--- config.mk ---
export PLATFORM = sky130hd
export DESIGN_NAME = tmed_queue
export DESIGN_NICKNAME = d
export VERILOG_FILES = /design/src/rtl/core/tmed_pkg.sv /design/src/rtl/core/tmed_queue.sv
export SDC_FILE = /design/constraint.sdc
export NUM_CORES = 1
export LEC_CHECK = 0
export ABC_CLOCK_PERIOD_IN_PS = 3300
export BUFFER_PORTS_ARGS = -buffer_cell sky130_fd_sc_hd__buf_2
export CAP_MARGIN = 25
export CORE_MARGIN = 1.5
export CORE_UTILIZATION = 60
export CTS_BUF_LIST = sky130_fd_sc_hd__clkbuf_4 sky130_fd_sc_hd__clkbuf_8
export DETAILED_ROUTE_END_ITERATION = 6
export PLACE_DENSITY = 0.83
export SYNTH_ARGS = -nofsm -noshare
export SYNTH_HDL_FRONTEND = slang
export SYNTH_SLANG_ARGS = --single-unit
--- constraint.sdc ---
create_clock -name clock -period 3.3 [get_ports clock]
set_clock_uncertainty 0.1 [all_clocks]
set_input_delay 0.33 -clock clock [delete_from_list [all_inputs] [get_ports clock]]
set_output_delay 0.33 -clock clock [all_outputs]
set_load 0.02 [all_outputs]
--- src/rtl/core/tmed_pkg.sv ---
// Shared types and constants of the two-mode echo delay line.
// No dependencies; imported by every module of the block except tmed_ram.
package tmed_pkg;

   localparam int SAMPLE_W    = 16;
   localparam int QUEUE_DEPTH = 4;

   // register indexes (csr byte address bits [3:2])
   localparam logic [1:0] REG_DELAY_BLOCKS  = 2'd0;
   localparam logic [1:0] REG_FEEDBACK_MODE = 2'd1;
   localparam logic [1:0] REG_BLOCK_LENGTH  = 2'd2;

   typedef struct packed {
      logic feedback;    // 1: feedback echo, 0: plain two-tap
      logic zero_delay;  // clamped delay is zero entries
   } cfg_type;

   typedef struct packed {
      logic signed [SAMPLE_W-1:0] sample;
      logic                       self_mix; // plain mode, zero delay: mix with itself
   } item_type;

endpackage

--- src/rtl/core/tmed_queue.sv ---
// Short word queue between front end and back end.
// Depends on tmed_pkg.
module tmed_queue
   import tmed_pkg::*;
(
   input  logic     clock,
   input  logic     reset,
   input  logic     push_valid,
   output logic     push_ready,
   input  item_type push_item,
   output logic     pop_valid,
   input  logic     pop_ready,
   output item_type pop_item
);

   localparam int PTR_W = $clog2(QUEUE_DEPTH);
   localparam int CNT_W = $clog2(QUEUE_DEPTH + 1);

   item_type           slot_ff [QUEUE_DEPTH];
   logic [PTR_W-1:0]   wr_ptr_ff, rd_ptr_ff;
   logic [CNT_W-1:0]   count_ff, count_in;
   logic               push, pop;

   assign push_ready = count_ff != CNT_W'(QUEUE_DEPTH);
   assign pop_valid  = count_ff != '0;
   assign push       = push_valid && push_ready;
   assign pop        = pop_valid && pop_ready;
   assign pop_item   = slot_ff[rd_ptr_ff];

   always_comb begin
      count_in = count_ff;
      if (push && !pop) begin
         count_in = count_ff + 1'b1;
      end else if (pop && !push) begin
         count_in = count_ff - 1'b1;
      end
   end

   always_ff @(posedge clock) begin
      if (reset) begin
         wr_ptr_ff <= '0;
         rd_ptr_ff <= '0;
         count_ff  <= '0;
      end else begin
         count_ff <= count_in;
         if (push) begin
            wr_ptr_ff <= (wr_ptr_ff == PTR_W'(QUEUE_DEPTH - 1)) ? '0 : wr_ptr_ff + 1'b1;
         end
         if (pop) begin
            rd_ptr_ff <= (rd_ptr_ff == PTR_W'(QUEUE_DEPTH - 1)) ? '0 : rd_ptr_ff + 1'b1;
         end
      end
   end

   always_ff @(posedge clock) begin
      if (push) begin
         slot_ff[wr_ptr_ff] <= push_item;
      end
   end

endmodule

# [Yosys cells after proc, flatten, opt, wreduce, memory -nomap -nowiden]
# Memories as Yosys holds them, arrays and structs flattened. A register that Yosys moved wholly into a read port is not among the register bits.
# Index checks and enable logic that the tools add are counted.
[op_classes] reduce_logical=8 addsub=4 eq_ne=3 n_mux=8
[ops] cell="2-bit 2-to-1 mux" n=4
[ops] cell="3-bit 2-to-1 mux" n=2
[ops] cell="2-bit by 1-bit adder with 2-bit output, second input constant" n=2
[ops] cell="2-bit equality test, second input constant" n=2
[ops] cell="1-bit logical AND" n=4
[ops] cell="3-bit by 1-bit adder with 3-bit output, second input constant" n=1
[ops] cell="3-bit != test, second input constant" n=1
[ops] cell="3-bit nonzero test" n=1
[ops] cell="3-bit by 1-bit subtractor with 3-bit output, second input constant" n=1
[ops] cell="1-bit logical NOT" n=2
[ops] cell="1-bit 2-to-1 mux" n=2
[ops] cell="2-bit nonzero test" n=1
[word_totals] out_inout_bits=19 word_cells=27 memories=1 regBits=7 input_bits=21 ramBits=68
[memory_table] name="slot_ff" words=4 word_bits=17 rd=1 rd_clocked_by_memory_dff=1 wr=1 line="tmed_queue.sv:19" text="item_type slot_ff [QUEUE_DEPTH];"

# [Depth between registers and ports, before layout]
[depth] depth_word=6 depth_mapped=9 mapped_depth_nobuf=8

# [Worst setup path after synthesis]
# Ideal clock, no wire load.
[synth_path] path_type="register to register" startpoint="register count_ff[0]" endpoint="register count_ff[2]" path_slack_ns=0.979 t_arrival_ns=2.151 path_stages_with_launch=10 path_buffers=1 required_ns=3.130 synth_period_minus_slack_ns=2.321 setup_time_ns=0.070 cell_sequence="dfxtp_1 or3b_1 clkbuf_2 and2_4 ha_1 inv_1 fa_1 xor2_1 or3_2 a21oi_1"
[synth_between] elab_chain_len=5 word_cells_on_any_way=13 cone_classes="2 x add/sub; 1 x eq/ne; 2 x mux; 8 x reduce/logical"
[synth_lines] element="from (decl)" line="tmed_queue.sv:21" text="logic [CNT_W-1:0] count_ff, count_in;"
[synth_lines] element="from (signal assigned)" line="tmed_queue.sv:45" text="count_ff <= count_in;"
[synth_lines] element="3-bit != test *" line="tmed_queue.sv:24" text="assign push_ready = count_ff != CNT_W'(QUEUE_DEPTH);"
[synth_lines] element="net push_ready" line="tmed_queue.sv:9" text="output logic push_ready,"
[synth_lines] element="1-bit logical AND *" line="tmed_queue.sv:26" text="assign push = push_valid && push_ready;"
[synth_lines] element="net push" line="tmed_queue.sv:22" text="logic push, pop;"
[synth_lines] element="1-bit logical NOT" line="tmed_queue.sv:34" text="end else if (pop && !push) begin"
[synth_lines] element="1-bit logical AND" line="tmed_queue.sv:34"
[synth_lines] element="2-bit nonzero test (no line)"
# The timed path passes the listed nets; every way through them passes the cells marked *. The select of a mux whose other input is x is not followed.
# A chain may end at the register's enable or synchronous reset.

# [Worst setup path after layout]
[layout_path] startpoint="register count_ff[0]" endpoint="register count_ff[2]"
[layout_between] elab_chain_len=5 word_cells_on_any_way=13 cone_classes="2 x add/sub; 1 x eq/ne; 2 x mux; 8 x reduce/logical"
[layout_lines] element="branches (longest 5 deep; another with 3-bit by 1-bit subtractor with 3-bit output)"
# Several ways; the timed one is not identified. The select of a mux whose other input is x is not followed.

==> results.toml <==
[job]
cap_violations = 0

[setup_path]
cp_slowest_cell = "o31ai_1"
path_class = "flop to flop"
path_cells = "o31ai_1, ha_1, inv_1, fa_1, xor2_1, or3_2, a21oi_1"
crit_family = "adder cells"
path_buf_inv = 1
critPathCaptureType = "flop"
startpoint_type = "flop"
cpPeakStageDelay_ps = 530
required_ps = 3460
worst_ep_arrival_time_ps = 2730
critPathMaxFanout = 5

[floorplan]
std_cell_rows = 25
dieArea_sq_mm = 0.005312
die_h_um = 72.89
core_sq_mm = 0.004723
start_util_pct = 62.04
ios = 40
chipWidth_um = 72.89

[placed_design]
pre_cts_slack_ps = 769.9
numPortBuffers = 39
gp_congestion = 0.6636
detailedPlacementHpwl_um = 3051

[final_layout]
fill_cells = 292
syn_to_final_growth_pct = 15.33
fin_nets = 210
drive_gt1_share_pct = 43.32
insertedDiodeCount = 0
finalCoreUtilization_pct = 71.55

[clock_tree]
htreeDepth = 3
cts_buffers = 9
clockBufferDepth = 2
cts-root-buf = "clkbuf_8"
holdBufCountCts = 0
clock-sinks = 77
insertion_delay_ps = 330
cts_tree = "yes"
path_clk_slew_ps = 80
post_cts_buffers = 0
ctsResizeCount = 0

[synthesis]
synth_common_cells = "edfxtp_1, mux4_2, dfxtp_1"
synth_cell_type_count = 27
yosysTopAreaCellShare_pct = 69.68
synth_area_leaders = "edfxtp_1, mux4_2, dfxtp_1"
syn_nets = 165
synth_ff_type = "edfxtp_1"
synth-async-reset-ratio_pct = 0
synth-warning-count = 0
ys_seq_elements = 77
yosysTopAreaCell = "edfxtp_1"
synth_area_sq_mm = 0.002930
syn_inst = 137
synth_most_common_cell = "edfxtp_1"
synth-edff-count = 68
syn_area_per_cell_sq_um = 21.39
ys_seq_area_share_pct = 75.83

[timing]
setup_viol = 0
final-max-slew-violation-count = 0
slew_headroom_pct = 43.91
whs_ps = 114.8
fin_crit_sh_pct = 77.81
worstMarginPinSlew_ps = 840.2
hold_viol = 0
rsz0062_at_grt = "no"
worst_slack_ps = 732.2
fin_crit_ps = 2568
fin_tns_setup_ps = 0
max_freq_mhz = 389.4

[min_path]
hold_path.class = "primary input to flop"

[routing]
wirelength_um = 4795
dr_total_vias = 1408
detail_route.iter0.violations = 121
wl_per_cell_um = 18.88
antenna_left = 0
first_pass_iters = 4
vias_per_cell = 5.543
drc = 0

[global_routing]
antenna_found_initial = 0
grt_pass1_wl_um = 7645
grt_pass1_vias = 1570
grt_usage_pct = 20.44
grt_max_degree = 18
grt_overflow = 0

[power_and_ir_drop]
max-vdd-ir-drop_mv = 0.6077
power_density_mw_per_mm2 = 761.0
p_leak_uw = 0.001201

[outcome]
status = "finished clean"
==> state kept, by name (all words and copies together) (netlist names), named ones only <==
register,count
count_ff,3
rd_ptr_ff,2
slot_ff,68
wr_ptr_ff,2
==> placed cells by master, fill, tap and decap left out, drive strengths merged <==
cell type  Yosys  final
inv            3      3
nand3          1      1
and3           4      4
mux2i          3      3
nor2           3      3
clkbuf         3     15
o21ai          1      1
fa             1      1
nand2b         2      2
or3b           1      1
mux4          17     17
a21oi          2      2
ha             6      6
nand2          1      1
or3            3      3
clkinv         0      1
and2           1      1
dfxtp          9      9
buf            3     40
edfxtp        68     68
xor2           2      2
o31ai          2      2
nor3           1      1
==> power breakdown <==
part | switching, uW | internal (uW)
Clock | 303 | 360
Sequential | 65.9 | 1190
Combinational | 371 | 284
Total | 739 | 1830
==> stage by stage <==
stage          instances  area (sq um)  total power, uW
4_1_cts              254          3379             2593
2_1_floorplan        137          2930             1742
6_report             254          3379             2572
5_1_grt              254          3379             2685
3_3_place_gp         238          3187             1890
3_5_place_dp         238          3187             1935
==> metal layers <==
metal / share of wire, % / track usage [%]
met2: 55 / 34.56
met5: 0 / 0
met3: 2.8 / 4.420
met1: 42 / 24.55
met4: 0.27 / 11.32
==> cell families (layout without fill, tap and decap cells) <==
logic type / after synthesis / after routing / synth area share [%]
compound gates: 5 / 5 / 1.195
xor+xnor: 2 / 2 / 0.5979
fa+ha+maj: 7 / 7 / 3.245
buf+inv: 9 / 59 / 1.409
flops: 77 / 77 / 75.83
mux: 20 / 20 / 14.09
simple gates: 17 / 17 / 3.629
==> final cells by class <==
type / instances / area [sq um] / area share [%]
Clock inverter: 1 / 5.005 / 0.1481
Multi-Input combinational cell: 51 / 666.9 / 19.73
Tap cell: 67 / 83.83 / 2.481
Clock buffer: 15 / 187.7 / 5.554
Inverter: 3 / 11.26 / 0.3332
Sequential cell: 77 / 2222 / 65.75
Timing Repair Buffer: 40 / 202.7 / 5.998
==> final timing paths <==
check | from | end | slack (ps) | cells after the start
setup / recovery | count_ff[0]$_SDFFE_PP0P_ | count_ff[2]$_SDFFE_PP0P_ | 730 | 7
hold reg to reg | wr_ptr_ff[1]$_SDFFE_PP0P_ | wr_ptr_ff[1]$_SDFFE_PP0P_ | 420 | 2
setup reg to reg | count_ff[0]$_SDFFE_PP0P_ | count_ff[2]$_SDFFE_PP0P_ | 730 | 7
hold / removal | push_item[13] | slot_ff[0][13]$_DFFE_PP_ | 110 | 1
==> worst reg2reg max path: cells and delay by family, from the launching register on <==
family / cells / cell delay, ps
flops: 1 / 370
xor+xnor: 1 / 160
fa+ha+maj: 2 / 700
compound gates: 2 / 680
buf+inv: 1 / 80
simple gates: 1 / 420
Power figures use the tool's default switching activity.
