$ cat src/rtl/core/tmed_pkg.sv
// Shared types and constants of the two-mode echo delay line.
// No dependencies; imported by every module of the block except tmed_ram.
package tmed_pkg;

   localparam int SAMPLE_W    = 16;
   localparam int QUEUE_DEPTH = 4;

   // register indexes (csr byte address bits [3:2])
   localparam logic [1:0] REG_DELAY_BLOCKS  = 2'd0;
   localparam logic [1:0] REG_FEEDBACK_MODE = 2'd1;
   localparam logic [1:0] REG_BLOCK_LENGTH  = 2'd2;

   typedef struct packed {
      logic feedback;    // 1: feedback echo, 0: plain two-tap
      logic zero_delay;  // clamped delay is zero entries
   } cfg_type;

   typedef struct packed {
      logic signed [SAMPLE_W-1:0] sample;
      logic                       self_mix; // plain mode, zero delay: mix with itself
   } item_type;

endpackage

$ cat src/rtl/core/tmed_front.sv
// Front end: takes request words into an input register and tags each one.
// Depends on tmed_pkg.
module tmed_front
   import tmed_pkg::*;
(
   input  logic                clock,
   input  logic                reset,
   input  cfg_type             cfg,
   input  logic                req_tvalid,
   output logic                req_tready,
   input  logic [SAMPLE_W-1:0] req_tdata,
   output logic                f_valid,
   input  logic                f_ready,
   output item_type            f_item
);

   logic     valid_ff, valid_in;
   item_type item_ff;
   logic     take;

   assign req_tready = !valid_ff || f_ready;
   assign take       = req_tvalid && req_tready;

   always_comb begin
      valid_in = valid_ff;
      if (take) begin
         valid_in = 1'b1;
      end else if (f_ready) begin
         valid_in = 1'b0;
      end
   end

   always_ff @(posedge clock) begin
      if (reset) begin
         valid_ff <= 1'b0;
      end else begin
         valid_ff <= valid_in;
      end
   end

   always_ff @(posedge clock) begin
      if (take) begin
         item_ff.sample   <= req_tdata;
         item_ff.self_mix <= !cfg.feedback && cfg.zero_delay;
      end
   end

   assign f_valid = valid_ff;
   assign f_item  = item_ff;

endmodule

$ cat config.mk
export PLATFORM = sky130hd
export DESIGN_NAME = tmed_front
export DESIGN_NICKNAME = d
export VERILOG_FILES = /design/src/rtl/core/tmed_pkg.sv /design/src/rtl/core/tmed_front.sv
export SDC_FILE = /design/constraint.sdc
export NUM_CORES = 1
export LEC_CHECK = 0
export BUFFER_PORTS_ARGS = -buffer_cell sky130_fd_sc_hd__buf_2
export CAP_MARGIN = 10
export CORE_UTILIZATION = 30
export DETAILED_ROUTE_END_ITERATION = 8
export SYNTH_ARGS = -nofsm -noshare
export SYNTH_HDL_FRONTEND = slang
export SYNTH_SLANG_ARGS = --single-unit
export TNS_END_PERCENT = 50
$ cat constraint.sdc
create_clock -name clock -period 1.8 [get_ports clock]
set_input_delay 0.36 -clock clock [delete_from_list [all_inputs] [get_ports clock]]
set_output_delay 0.36 -clock clock [all_outputs]
set_load 0.02 [all_outputs]
Yosys cells after proc, flatten, opt, wreduce, memory -nomap -nowiden
Index checks and enable logic that the tools add are counted.
Word-level totals
  register bits after elaboration: 18
  input bits: 22
  output and inout bits: 19
Cells by class
  reduce and logical (&&, ||, !) cells: 6
  mux-type cells: 2
Operators with widths (count)
  $logic_and A1 B1 Y1: 2
  $logic_not A1 Y1: 2
  $mux W1: 2
  $reduce_bool A2 Y1: 1
  $logic_or A1 B1 Y1: 1

Depth between registers and ports, before layout
Gate-level depths: netlist of run 1.
  depth in word-level cells: 4
  depth in mapped cells: 2
  depth with buffers taken out: 2

Least setup slack after synthesis of run 1
Ideal clock, no wire load.
  path kind: register -> register
  start: reg valid_ff, in the netlist f_valid
  end: reg item_ff, in the netlist f_item[0] (enable)
  path buffers: 0
  data arrival time: 0.777 ns
  stages on the path, launching flop included: 3
  slack: 0.709 ns
  data required time: 1.486 ns
  period minus slack after synthesis: 1.091 ns
  path through: dfxtp_1 > nand2b_4 > and2_4
On the way
  cells in the longest elaborated chain, start to end: 3
RTL lines
  from (decl): line tmed_front.sv:17  | logic valid_ff, valid_in;
  from (signal assigned): line tmed_front.sv:37  | valid_ff <= valid_in;
  $logic_not A1 Y1: line tmed_front.sv:21  | assign req_tready = !valid_ff || f_ready;
  $logic_or A1 B1 Y1: line tmed_front.sv:21
  via req_tready: line tmed_front.sv:10  | output logic req_tready,
  $logic_and A1 B1 Y1: line tmed_front.sv:22  | assign take = req_tvalid && req_tready;
  via take: line tmed_front.sv:19  | logic take;
  to (decl): line tmed_front.sv:18  | item_type item_ff;
The timed path passes the listed nets, and every way through them passes these cells.
A chain may end at the register's enable or synchronous reset.

Final worst setup path of run 1
  start: reg valid_ff, in the netlist f_valid
  end: out req_tready
On the way
  cells in the longest elaborated chain, start to end: 2
RTL lines (line)
  $logic_not A1 Y1: tmed_front.sv:21
  $logic_or A1 B1 Y1: tmed_front.sv:21
  to (decl): tmed_front.sv:10
Every way passes these cells.

==> impl_table.tex, run 1 <==
\begin{tabular}{lr}
\hline
Metric & Value \\
\hline
\multicolumn{2}{l}{\textbf{Timing}} \\
\quad Max-Slew Margin vs Limit & 0.854 \\
\quad Minimum clock period after layout & 1.25 ns \\
\quad Number of hold-slack violations in the final timing report & 0 \\
\quad Share of the clock period used by the worst path after layout & 0.696 \\
\quad Setup TNS & 0 ns \\
\quad Tightest Pin Transition & 0.219 ns \\
\quad Final setup vio count & 0 \\
\quad Top achievable clock speed & 798 MHz \\
\quad Setup repair after global routing missed its margin & no \\
\quad Count of final max-slew check failures & 0 \\
\quad Final clock skew & 0.00227 ns \\
\multicolumn{2}{l}{\textbf{Global route}} \\
\quad Global routing usage summed across all routing layers & 0.0988 \\
\quad First-pass GRT wire length & about 1300 µm \\
\quad Number of antenna violations at the first check in global routing & 0 \\
\quad Via count of the first global-routing pass & 320 \\
\quad Grt ovf & 0 \\
\quad Pin count of the biggest net entering global routing & 18 \\
\multicolumn{2}{l}{\textbf{Critical path}} \\
\quad Worst Path Arrival & roughly 0.89 ns \\
\quad CP endpoint kind & primary output \\
\quad Endpoint required time on the critical path & 1.44 ns \\
\quad Crit Path Class & reg -> out \\
\quad Reg-to-Reg End & f\_item[14] \\
\quad Launching point of the worst reg2reg path & f\_valid \\
\quad Crit path max fanout & 3 \\
\quad Sort of element at the start of the critical path & flip-flop \\
\quad Slack of the worst reg-to-reg path & 0.80 ns \\
\quad Worst Reg2Reg Path Length in Cells & 2 \\
\multicolumn{2}{l}{\textbf{CTS}} \\
\quad CTS Buf Count & 3 \\
\quad Number of sinks on the clock net & 18 \\
\quad Count of H-tree levels built during CTS & 1 \\
\quad Setup Buffers After CTS & 0 \\
\quad CTS root buffer & sky130\_fd\_sc\_hd\_\_clkbuf\_4 \\
\quad Reg clk slew, reported paths & 0.09 ns \\
\quad Maximum number of buffers from clock root to sink & 2 \\
\quad TritonCTS clock tree & yes \\
\quad Gates resized, CTS repair & 0 \\
\quad Hold-fix buffer count after cts & 0 \\
\quad Clock latency on the worst-skew pair & 0.29 ns \\
\multicolumn{2}{l}{\textbf{Synthesis}} \\
\quad Top cell type by total area after synthesis & sky130\_fd\_sc\_hd\_\_edfxtp\_1 \\
\quad Number of distinct standard cells referenced by the synthesized netlist & 7 \\
\quad Register area share after synthesis & 0.928 \\
\quad Fraction of post-synthesis cell area in the top cell type by area & 0.893 \\
\quad Adder and majority cell fraction of the synthesized area & 0 \\
\quad Post-synthesis register bit count & 18 \\
\quad Post-synthesis share of cell area spent on and, or, nand and nor gates & 0.0503 \\
\quad Ys Warns & 0 \\
\quad Cell types occupying the most area after synthesis & sky130\_fd\_sc\_hd\_\_edfxtp\_1, sky130\_fd\_sc\_hd\_\_dfxtp\_1, sky130\_fd\_sc\_hd\_\_nand2b\_4 \\
\quad Number of standard cells after synthesis & 23 \\
\quad Area of the mapped netlist & approximately 570 µm² \\
\quad Main combinational cell family by area after synthesis & simple AND/OR/NAND/NOR gates \\
\quad Post-synthesis share of cell area spent on xor and xnor gates & 0 \\
\quad Number of nets in the synthesized netlist & between 40 and 50 \\
\quad Mean area per synthesized cell & 24.9 µm² \\
\quad Post-synthesis mux area share & 0 \\
\quad Post-synthesis compound-gate area fraction & 0.0153 \\
\multicolumn{2}{l}{\textbf{Pwr}} \\
\quad Power density of the placed cells & 981 nW/µm² \\
\quad Max VDD drop & 0.434 mV \\
\quad Overall power after layout & 0.000823 W \\
\quad P\_leak & 0.372 nW \\
\multicolumn{2}{l}{\textbf{Route}} \\
\quad Routed vias/inst & 3.80 \\
\quad Post-route antenna net violation count & 0 \\
\quad Wire length reported by the detailed router & 923 µm \\
\quad Average wire per standard cell & 10.0 µm \\
\quad Initial drt markers & 2 \\
\quad Length of the first detailed-routing pass in iterations & 2 \\
\quad Number of vias after detailed routing & between 300 and 400 \\
\quad DRC & 0 \\
\multicolumn{2}{l}{\textbf{Layout}} \\
\quad Final cell count without fillers & 92 \\
\quad Number of filler cells placed in the layout & 170 \\
\quad Layout cells sized above 1 & 0.701 \\
\quad Number of nets in the final layout & 90 \\
\quad Final core utilization & 0.476 \\
\quad Layout overhead on the synthesized area & 46.8\% \\
\quad Antenna diode count & 0 \\
\multicolumn{2}{l}{\textbf{Worst hold path}} \\
\quad Count of cells along the worst hold path & 2 \\
\quad Launch point of the worst hold path & reset \\
\quad Class of the worst hold path & in -> reg \\
\quad Hold EP & f\_valid \\
\multicolumn{2}{l}{\textbf{Place}} \\
\quad Final Wtd Congestion & a little over 0.6 \\
\quad Placed Cells incl. Taps & slightly below 90 \\
\quad Port Buf Inserts & 40 \\
\multicolumn{2}{l}{\textbf{Die}} \\
\quad Floorplan row count & 15 \\
\quad Die extent in x & 45.7 µm \\
\quad Floorplan Core Area & 1760 µm² \\
\quad Total I/O pin count & 41 \\
\quad Initial core utilization & 0.324 \\
\quad Full die area & around 2100 µm² \\
\quad Height of the die & 45.7 µm \\
\multicolumn{2}{l}{\textbf{Job}} \\
\quad Number of max-capacitance violations reported & 0 \\
\multicolumn{2}{l}{\textbf{Status}} \\
\quad Outcome & complete, no violations \\
\hline
\end{tabular}
[flip-flops by register name, summed over array words and instances, names as in the netlist]
| name | cells |
|---|---|
| f_valid | 1 |
| f_item | 17 |
[per-stage QoR]
step	area, µm²	hold slack, ns	worst slack (ns)
after floorplan	572	0.422	0.709
after global placement	803	0.479	0.647
after detailed placement	803	0.493	0.632
after CTS	840	0.203	0.525
after global routing	840	0.201	0.499
final	840	0.217	0.548
[placed cells by master (no fill, tap or decap), drive strengths merged]
| cell type | instances |
|---|---|
| buf | 40 |
| edfxtp | 17 |
| clkbuf | 4 |
| nand2b | 1 |
| and2 | 1 |
| nor2b | 1 |
| inv | 1 |
| a21oi | 1 |
| dfxtp | 1 |
[cells by family after synthesis]
kind of cell    Yosys count
flops                    18
buf+inv                   1
simple gates              3
compound gates            1
[routing by layer]
layer	GRT usage	vias up	wire length, µm
li1	-	175	-
met5	0	-	0
met1	0.102	149	346
met2	0.134	22	442
met3	0.0516	4	104
met4	0.109	0	29
[worst max-delay path: stages, from the launching register on]
cell,delay [ns]
sky130_fd_sc_hd__dfxtp_1,0.38
sky130_fd_sc_hd__nand2b_4,0.07
sky130_fd_sc_hd__buf_2,0.16
[cells in the mapped netlist]
library cell                n
sky130_fd_sc_hd__a21oi_2    1
sky130_fd_sc_hd__and2_4     1
sky130_fd_sc_hd__dfxtp_1    1
sky130_fd_sc_hd__edfxtp_1  17
sky130_fd_sc_hd__inv_1      1
sky130_fd_sc_hd__nand2b_4   1
sky130_fd_sc_hd__nor2b_1    1
[final cells by class]
class / instances / area [µm²] / area share
inverters: 1 / 3.75 / 0.00447
flip-flops and latches: 18 / 531 / 0.632
repair buffers: 40 / 200 / 0.238
well taps: 25 / 31.3 / 0.0373
clock buffers: 4 / 36.3 / 0.0432
multi-input cells: 4 / 37.5 / 0.0447
[where the power goes]
part	switching, W	internal, W	total [W]
clock network	0.000116	0.000123	0.000239
logic	0.0000557	0.0000369	0.0000926
registers	0.00000574	0.000486	0.000492
[worst max-delay path by stage]
| stage | from | endpoint | slack [ns] |
|---|---|---|---|
| after floorplan | f_valid | f_item[0] | 0.71 |
| after global placement | f_ready | f_item[12] | 0.65 |
| after detailed placement | f_ready | f_item[10] | 0.63 |
| after CTS | f_valid | req_tready | 0.53 |
| after global routing | f_valid | req_tready | 0.50 |
| final | f_valid | req_tready | 0.55 |
No activity file was read; power rests on OpenSTA's default activity.
==> inputs of run 2 (changes only) <==
- clock period: 1.8 -> 1.1 ns (I/O delays scaled with it)
==> impl_table.tex, run 2 (synthesized netlist as in run 1, its figures left out) <==
\begin{tabular}{lr}
\hline
Metric & Value \\
\hline
\multicolumn{2}{l}{\textbf{Die}} \\
\quad Floorplan Core Area & 1760 µm² (unchanged) \\
\quad Full die area & 2080 µm² (unchanged) \\
\quad Initial core utilization & 0.324 (unchanged) \\
\quad Height of the die & 45.7 µm (unchanged) \\
\quad Floorplan row count & 15 (unchanged) \\
\quad Die extent in x & 45.7 µm (unchanged) \\
\quad Total I/O pin count & 41 (unchanged) \\
\multicolumn{2}{l}{\textbf{Route}} \\
\quad Number of vias after detailed routing & 362 (+3.4\%) \\
\quad Average wire per standard cell & 9.96 µm (-0.76\%) \\
\quad Post-route antenna net violation count & 0 (unchanged) \\
\quad Length of the first detailed-routing pass in iterations & 3 (+1) \\
\quad Routed vias/inst & 3.93 (+3.4\%) \\
\quad DRC & 0 (unchanged) \\
\quad Wire length reported by the detailed router & 916 µm (-0.76\%) \\
\quad Initial drt markers & 2 (unchanged) \\
\multicolumn{2}{l}{\textbf{CTS}} \\
\quad Reg clk slew, reported paths & 0.09 ns (about the same) \\
\quad Maximum number of buffers from clock root to sink & 2 (unchanged) \\
\quad Count of H-tree levels built during CTS & 1 (unchanged) \\
\quad Number of sinks on the clock net & 18 (unchanged) \\
\quad CTS Buf Count & 3 (unchanged) \\
\quad Clock latency on the worst-skew pair & 0.28 ns (about the same) \\
\quad Hold-fix buffer count after cts & 0 (unchanged) \\
\quad TritonCTS clock tree & yes \\
\quad Setup Buffers After CTS & 0 (unchanged) \\
\quad Gates resized, CTS repair & 1 (+1) \\
\quad CTS root buffer & sky130\_fd\_sc\_hd\_\_clkbuf\_4 \\
\multicolumn{2}{l}{\textbf{Critical path}} \\
\quad Worst Setup SP & f\_valid \\
\quad Delay of the slowest critical-path stage & 0.36 ns (-0.02 ns) \\
\quad Worst Path Arrival & 0.83 ns (-0.06 ns) \\
\quad Crit path cell chain & nand2b\_4 > buf\_6 \\
\quad Launching point of the worst reg2reg path & f\_valid \\
\quad Sort of element at the start of the critical path & flip-flop \\
\quad CP endpoint kind & primary output \\
\quad Reg-to-Reg End & f\_item[8] \\
\quad Crit Path Class & reg -> out \\
\quad Crit path max fanout & 3 (unchanged) \\
\quad Slack of the worst reg-to-reg path & 0.10 ns (-0.70 ns) \\
\quad Worst Reg2Reg Path Length in Cells & 2 (unchanged) \\
\quad Endpoint required time on the critical path & 0.88 ns (-0.56 ns) \\
\quad Critical-path top delay cell & sky130\_fd\_sc\_hd\_\_dfxtp\_2 \\
\quad Termination of the worst setup path & req\_tready \\
\multicolumn{2}{l}{\textbf{Timing}} \\
\quad Count of final max-slew check failures & 0 (unchanged) \\
\quad Minimum clock period after layout & 1.05 ns \\
\quad Top achievable clock speed & 953 MHz \\
\quad Final clock skew & 0.00589 ns (+0.00362 ns) \\
\quad Setup TNS & 0 ns (unchanged) \\
\quad Number of hold-slack violations in the final timing report & 0 (unchanged) \\
\quad Max-Slew Margin vs Limit & 0.856 (+0.00179) \\
\quad Final hold slack & 0.0811 ns (-0.136 ns) \\
\quad Setup repair after global routing missed its margin & no \\
\quad Tightest Pin Transition & 0.216 ns (-0.00269 ns) \\
\quad Share of the clock period used by the worst path after layout & 0.954 \\
\quad Final setup vio count & 0 (unchanged) \\
\multicolumn{2}{l}{\textbf{Status}} \\
\quad Outcome & complete, no violations \\
\multicolumn{2}{l}{\textbf{Global route}} \\
\quad Most heavily used metal layer in global routing & met2 \\
\quad Number of antenna violations at the first check in global routing & 0 (unchanged) \\
\quad Met2 layer usage reported by global route & 0.134 (unchanged) \\
\quad Via count of the first global-routing pass & 311 (-2.8\%) \\
\quad Pin count of the biggest net entering global routing & 18 (unchanged) \\
\quad Grt ovf & 0 (unchanged) \\
\quad Met3 GRT Util & 0.0516 (unchanged) \\
\quad Global routing usage summed across all routing layers & 0.0910 (-0.00783) \\
\quad Met1 Use GR & 0.0935 (-0.00859) \\
\quad First-pass GRT wire length & 1190 µm (-8.6\%) \\
\multicolumn{2}{l}{\textbf{Layout}} \\
\quad Antenna diode count & 0 (unchanged) \\
\quad Most frequent cells in the layout & sky130\_fd\_sc\_hd\_\_buf\_2, sky130\_fd\_sc\_hd\_\_edfxtp\_1, sky130\_fd\_sc\_hd\_\_clkbuf\_4 \\
\quad Layout overhead on the synthesized area & 46.4\% \\
\quad Max reg flops & 17 (unchanged) \\
\quad Number of nets in the final layout & 90 (unchanged) \\
\quad Layout cells sized above 1 & 0.701 (unchanged) \\
\quad Most common cell after layout, fill and taps aside & sky130\_fd\_sc\_hd\_\_buf\_2 \\
\multicolumn{2}{l}{\textbf{Pwr}} \\
\quad P\_leak & 0.370 nW (-0.68\%) \\
\quad Cell internal power dissipation & 0.000999 W (+55\%) \\
\quad Clock share of power & 0.248 (-0.042) \\
\quad Power share of the sequential group & 0.631 (+0.033) \\
\quad Max VDD drop & 0.598 mV (+38\%) \\
\quad Fraction of power spent switching nets & 0.218 (+0.00319) \\
\quad Overall power after layout & 0.00128 W (+55\%) \\
\quad Sw Pwr & 0.000279 W (+58\%) \\
\quad Power share of the combinational group & 0.121 (+0.009) \\
\quad Power density of the placed cells & 1530 nW/µm² (+56\%) \\
\multicolumn{2}{l}{\textbf{Worst hold path}} \\
\quad Class of the worst hold path & in -> reg \\
\quad Count of cells along the worst hold path & 2 (unchanged) \\
\multicolumn{2}{l}{\textbf{Job}} \\
\quad Number of max-capacitance violations reported & 0 (unchanged) \\
\multicolumn{2}{l}{\textbf{Place}} \\
\quad Port Buf Inserts & 40 (unchanged) \\
\quad Final Wtd Congestion & 0.620 (-0.66\%) \\
\hline
\end{tabular}
-- run 2: how the worst min path moves through the flow --
stage / end / startpoint / slack (ns)
4_1_cts: f_valid / reset / 0.07
6_report: f_valid / reset / 0.08
3_5_place_dp: f_valid / reset / 0.38
2_1_floorplan: f_valid / reset / 0.28
5_1_grt: f_valid / reset / 0.06
3_3_place_gp: f_valid / reset / 0.38
-- run 2: stage by stage --
stage	util	instances	worst slack, ns	cell area, µm²
2_1_floorplan	-	23	0.00882	572
3_3_place_gp	0.455	88	0.0876	803
3_5_place_dp	0.455	88	0.0699	803
4_1_cts	0.471	92	0.0162	831
5_1_grt	0.474	92	0.00565	837
6_report	0.474	92	0.0503	837
-- run 2: per-layer routing --
metal  share of wire  up-vias
met5               0        -
met4           0.011        0
met1            0.38      167
li1                -      173
met3           0.095        2
met2            0.52       20
-- run 2: power by group through the flow --
stage                     clock network [W]   logic, W  registers (W)
after floorplan                           0  0.0000249       0.000875
after global placement                    0   0.000152       0.000822
after detailed placement                  0   0.000154       0.000822
after CTS                          0.000332   0.000154       0.000807
after global routing               0.000358   0.000165       0.000811
final                              0.000318   0.000154       0.000807
-- run 2: layout make-up --
class                           count  area [µm²]
Inverter                            1        3.75
Timing Repair Buffer               40         206
Multi-Input combinational cell      4        37.5
Clock buffer                        4        26.3
Fill cell                         178         927
Sequential cell                    18         532
Tap cell                           25        31.3
-- run 2: critical path: cells and delay by family, from the launching register on --
| kind | cells | cell delay (ns) |
|---|---|---|
| simple gates | 1 | 0.07 |
| buf+inv | 1 | 0.13 |
| flops | 1 | 0.36 |
==> inputs of run 3 (changes only) <==
- ABC_AREA: default -> 1
==> impl_table.tex, run 3 <==
\begin{tabular}{lr}
\hline
Metric & Value \\
\hline
\multicolumn{2}{l}{\textbf{Layout}} \\
\quad Max reg flops & 17 (unchanged) \\
\quad Layout overhead on the synthesized area & 53.8\% \\
\quad Most frequent cells in the layout & sky130\_fd\_sc\_hd\_\_buf\_2, sky130\_fd\_sc\_hd\_\_edfxtp\_1, sky130\_fd\_sc\_hd\_\_clkbuf\_4, sky130\_fd\_sc\_hd\_\_inv\_1 \\
\quad Final cell count without fillers & 96 (+4.3\%) \\
\quad Number of nets in the final layout & 94 (+4.4\%) \\
\quad Antenna diode count & 0 (unchanged) \\
\quad Most common cell after layout, fill and taps aside & sky130\_fd\_sc\_hd\_\_buf\_2 \\
\quad Final core utilization & 0.498 (+0.0237) \\
\quad Number of filler cells placed in the layout & 162 (-9.0\%) \\
\quad Finished Cell Area & 870 µm² (+3.9\%) \\
\quad Layout cells sized above 1 & 0.704 (+0.00273) \\
\multicolumn{2}{l}{\textbf{Route}} \\
\quad Length of the first detailed-routing pass in iterations & 2 (-1) \\
\quad Number of vias after detailed routing & 383 (+5.8\%) \\
\quad Wire length reported by the detailed router & 911 µm (-0.55\%) \\
\quad Initial drt markers & 9 (+7) \\
\quad Average wire per standard cell & 9.49 µm (-4.7\%) \\
\quad Routed vias/inst & 3.99 (+1.4\%) \\
\quad Post-route antenna net violation count & 0 (unchanged) \\
\quad DRC & 0 (unchanged) \\
\multicolumn{2}{l}{\textbf{Critical path}} \\
\quad Crit path max fanout & 1 (-2) \\
\quad CP endpoint kind & primary output \\
\quad Launching point of the worst reg2reg path & f\_valid \\
\quad Crit path cell chain & buf\_2 \\
\quad Crit Path Class & reg -> out \\
\quad Worst Setup SP & f\_item[1] \\
\quad Kind of cell adding the most delay to the critical path & flip-flops \\
\quad Worst Path Arrival & 0.83 ns (about the same) \\
\quad Delay of the slowest critical-path stage & 0.38 ns (+0.02 ns) \\
\quad Worst path buffer plus inverter count & 1 (unchanged) \\
\quad Sort of element at the start of the critical path & flip-flop \\
\quad Critical-path top delay cell & sky130\_fd\_sc\_hd\_\_edfxtp\_1 \\
\quad Endpoint required time on the critical path & 0.88 ns (about the same) \\
\multicolumn{2}{l}{\textbf{Status}} \\
\quad Outcome & complete, no violations \\
\multicolumn{2}{l}{\textbf{Pwr}} \\
\quad Power share of the sequential group & 0.622 (-0.009) \\
\quad Sw Pwr & 0.000286 W (+2.6\%) \\
\quad Max VDD drop & 0.666 mV (+11\%) \\
\quad Power density of the placed cells & 1490 nW/µm² (-2.5\%) \\
\quad P\_leak & 0.387 nW (+4.5\%) \\
\quad Clock share of power & 0.246 (-0.002) \\
\quad Fraction of power spent switching nets & 0.221 (+0.00283) \\
\quad Power share of the combinational group & 0.131 (+0.010) \\
\quad Cell internal power dissipation & 0.00101 W (+0.89\%) \\
\multicolumn{2}{l}{\textbf{Synthesis}} \\
\quad Most used DFF post-synth & sky130\_fd\_sc\_hd\_\_edfxtp\_1 \\
\quad Most common library cells after synthesis & sky130\_fd\_sc\_hd\_\_edfxtp\_1, sky130\_fd\_sc\_hd\_\_inv\_1 \\
\quad Count leader, synth & sky130\_fd\_sc\_hd\_\_edfxtp\_1 \\
\quad Share of flip-flops with an asynchronous set or reset & 0 (unchanged) \\
\quad Post-synthesis mux area share & 0 (unchanged) \\
\quad Post-synthesis compound-gate area fraction & 0.0243 (+0.00902) \\
\quad Ys Warns & 0 (unchanged) \\
\quad Number of nets in the synthesized netlist & 47 (+4.4\%) \\
\quad Cell types occupying the most area after synthesis & sky130\_fd\_sc\_hd\_\_edfxtp\_1, sky130\_fd\_sc\_hd\_\_dfxtp\_1, sky130\_fd\_sc\_hd\_\_a21oi\_2 \\
\quad Post-synthesis share of cell area spent on and, or, nand and nor gates & 0.0177 (-0.0326) \\
\quad Post-synthesis share of cell area spent on xor and xnor gates & 0 (unchanged) \\
\quad Number of standard cells after synthesis & 25 (+8.7\%) \\
\quad Register area share after synthesis & 0.938 (+0.0103) \\
\quad Mean area per synthesized cell & 22.6 µm² (-9.0\%) \\
\quad Main combinational cell family by area after synthesis & compound AO/OA/AOI/OAI gates \\
\quad Adder and majority cell fraction of the synthesized area & 0 (unchanged) \\
\quad Number of flops mapped to enable cells by yosys & 17 (unchanged) \\
\quad Post-synthesis register bit count & 18 (unchanged) \\
\quad Number of distinct standard cells referenced by the synthesized netlist & 8 (+1) \\
\quad Area of the mapped netlist & 566 µm² (-1.1\%) \\
\quad Fraction of post-synthesis cell area in the top cell type by area & 0.903 (+0.00988) \\
\quad Top cell type by total area after synthesis & sky130\_fd\_sc\_hd\_\_edfxtp\_1 \\
\multicolumn{2}{l}{\textbf{Timing}} \\
\quad Tightest Pin Transition & 0.130 ns (-0.0864 ns) \\
\quad Setup TNS & 0 ns (unchanged) \\
\quad Final hold slack & 0.0806 ns (-0.000489 ns) \\
\quad Final setup vio count & 0 (unchanged) \\
\quad Count of final max-slew check failures & 0 (unchanged) \\
\quad Max-Slew Margin vs Limit & 0.913 (+0.0575) \\
\quad Share of the clock period used by the worst path after layout & 0.957 (+0.00290) \\
\quad Top achievable clock speed & 950 MHz (-0.30\%) \\
\quad Number of hold-slack violations in the final timing report & 0 (unchanged) \\
\quad Final clock skew & 0.00349 ns (-0.00240 ns) \\
\quad Setup repair after global routing missed its margin & no \\
\quad Minimum clock period after layout & 1.05 ns (+0.00319 ns) \\
\multicolumn{2}{l}{\textbf{Global route}} \\
\quad Via count of the first global-routing pass & 308 (-0.96\%) \\
\quad Global routing usage summed across all routing layers & 0.0888 (-0.00215) \\
\quad Pin count of the biggest net entering global routing & 18 (unchanged) \\
\quad Number of antenna violations at the first check in global routing & 0 (unchanged) \\
\quad Grt ovf & 0 (unchanged) \\
\quad First-pass GRT wire length & 1180 µm (-0.59\%) \\
\multicolumn{2}{l}{\textbf{Die}} \\
\quad Height of the die & 45.4 µm (-0.51\%) \\
\quad Full die area & 2060 µm² (-1.0\%) \\
\quad Floorplan row count & 15 (unchanged) \\
\quad Die extent in x & 45.4 µm (-0.51\%) \\
\quad Initial core utilization & 0.324 (about the same) \\
\quad Floorplan Core Area & 1750 µm² (-1.1\%) \\
\quad Total I/O pin count & 41 (unchanged) \\
\multicolumn{2}{l}{\textbf{CTS}} \\
\quad Hold-fix buffer count after cts & 0 (unchanged) \\
\quad Number of sinks on the clock net & 18 (unchanged) \\
\quad Count of H-tree levels built during CTS & 1 (unchanged) \\
\quad CTS root buffer & sky130\_fd\_sc\_hd\_\_clkbuf\_4 \\
\quad TritonCTS clock tree & yes \\
\quad Reg clk slew, reported paths & 0.09 ns (about the same) \\
\quad Clock latency on the worst-skew pair & 0.28 ns (about the same) \\
\quad Maximum number of buffers from clock root to sink & 2 (unchanged) \\
\quad CTS Buf Count & 3 (unchanged) \\
\multicolumn{2}{l}{\textbf{Place}} \\
\quad Placed instance area & 830 µm² (+3.3\%) \\
\quad Placed Cells incl. Taps & 91 (+3.4\%) \\
\quad Port Buf Inserts & 40 (unchanged) \\
\quad Half-perimeter wire length after detailed placement & about 730 µm \\
\quad Final Wtd Congestion & 0.685 (+10\%) \\
\multicolumn{2}{l}{\textbf{Worst hold path}} \\
\quad Launch point of the worst hold path & reset \\
\quad Class of the worst hold path & in -> reg \\
\multicolumn{2}{l}{\textbf{Job}} \\
\quad Number of max-capacitance violations reported & 0 (unchanged) \\
\hline
\end{tabular}
[run 3: power by group through the flow]
stage / registers (W) / clock network (W) / logic [W]
floorplan: 0.000877 / 0 / 0.0000258
global placement: 0.000824 / 0 / 0.000165
detailed placement: 0.000824 / 0 / 0.000166
CTS: 0.000807 / 0.000338 / 0.000171
global route: 0.000810 / 0.000362 / 0.000182
finish: 0.000805 / 0.000319 / 0.000170
[run 3: cells by family after synthesis]
logic type,count (synthesis)
flops,18
compound gates,2
buf+inv,3
simple gates,2
[run 3: final timing paths]
kind          endpoint  slack [ns]  depth (start not counted)
max          f_item[1]        0.05                          1
min            f_valid        0.08                          2
max reg2reg  f_item[2]        0.06                          3
min reg2reg    f_valid        0.49                          2
[run 3: what timing repair did]
action,in CTS,in global routing
gates resized for setup,0,2
pin swaps,0,0
buffers inserted,1,0
setup endpoints to repair,1,1
[run 3: area by class of cell]
class / count / area (µm²) / area share
clock buffers: 4 / 26.3 / 0.0302
inverters: 3 / 11.3 / 0.0129
multi-input cells: 4 / 35.0 / 0.0403
flip-flops and latches: 18 / 532 / 0.612
well taps: 25 / 31.3 / 0.0360
repair buffers: 42 / 234 / 0.269
[run 3: per-layer routing]
| metal | track usage | wire [µm] | vias to the layer above | share of wire |
|---|---|---|---|---|
| li1 | - | - | 185 | - |
| met4 | 0.0727 | 0 | 0 | 0 |
| met2 | 0.137 | 495 | 20 | 0.54 |
| met5 | 0 | 0 | - | 0 |
| met3 | 0.0437 | 72 | 0 | 0.079 |
| met1 | 0.0895 | 343 | 178 | 0.38 |
[run 3: metrics by stage]
stage               worst slack [ns]  power [W]
finish                        0.0471    0.00129
global route                 0.00391    0.00135
CTS                           0.0165    0.00132
detailed placement             0.123   0.000990
global placement               0.131   0.000989
floorplan                    0.00865   0.000903
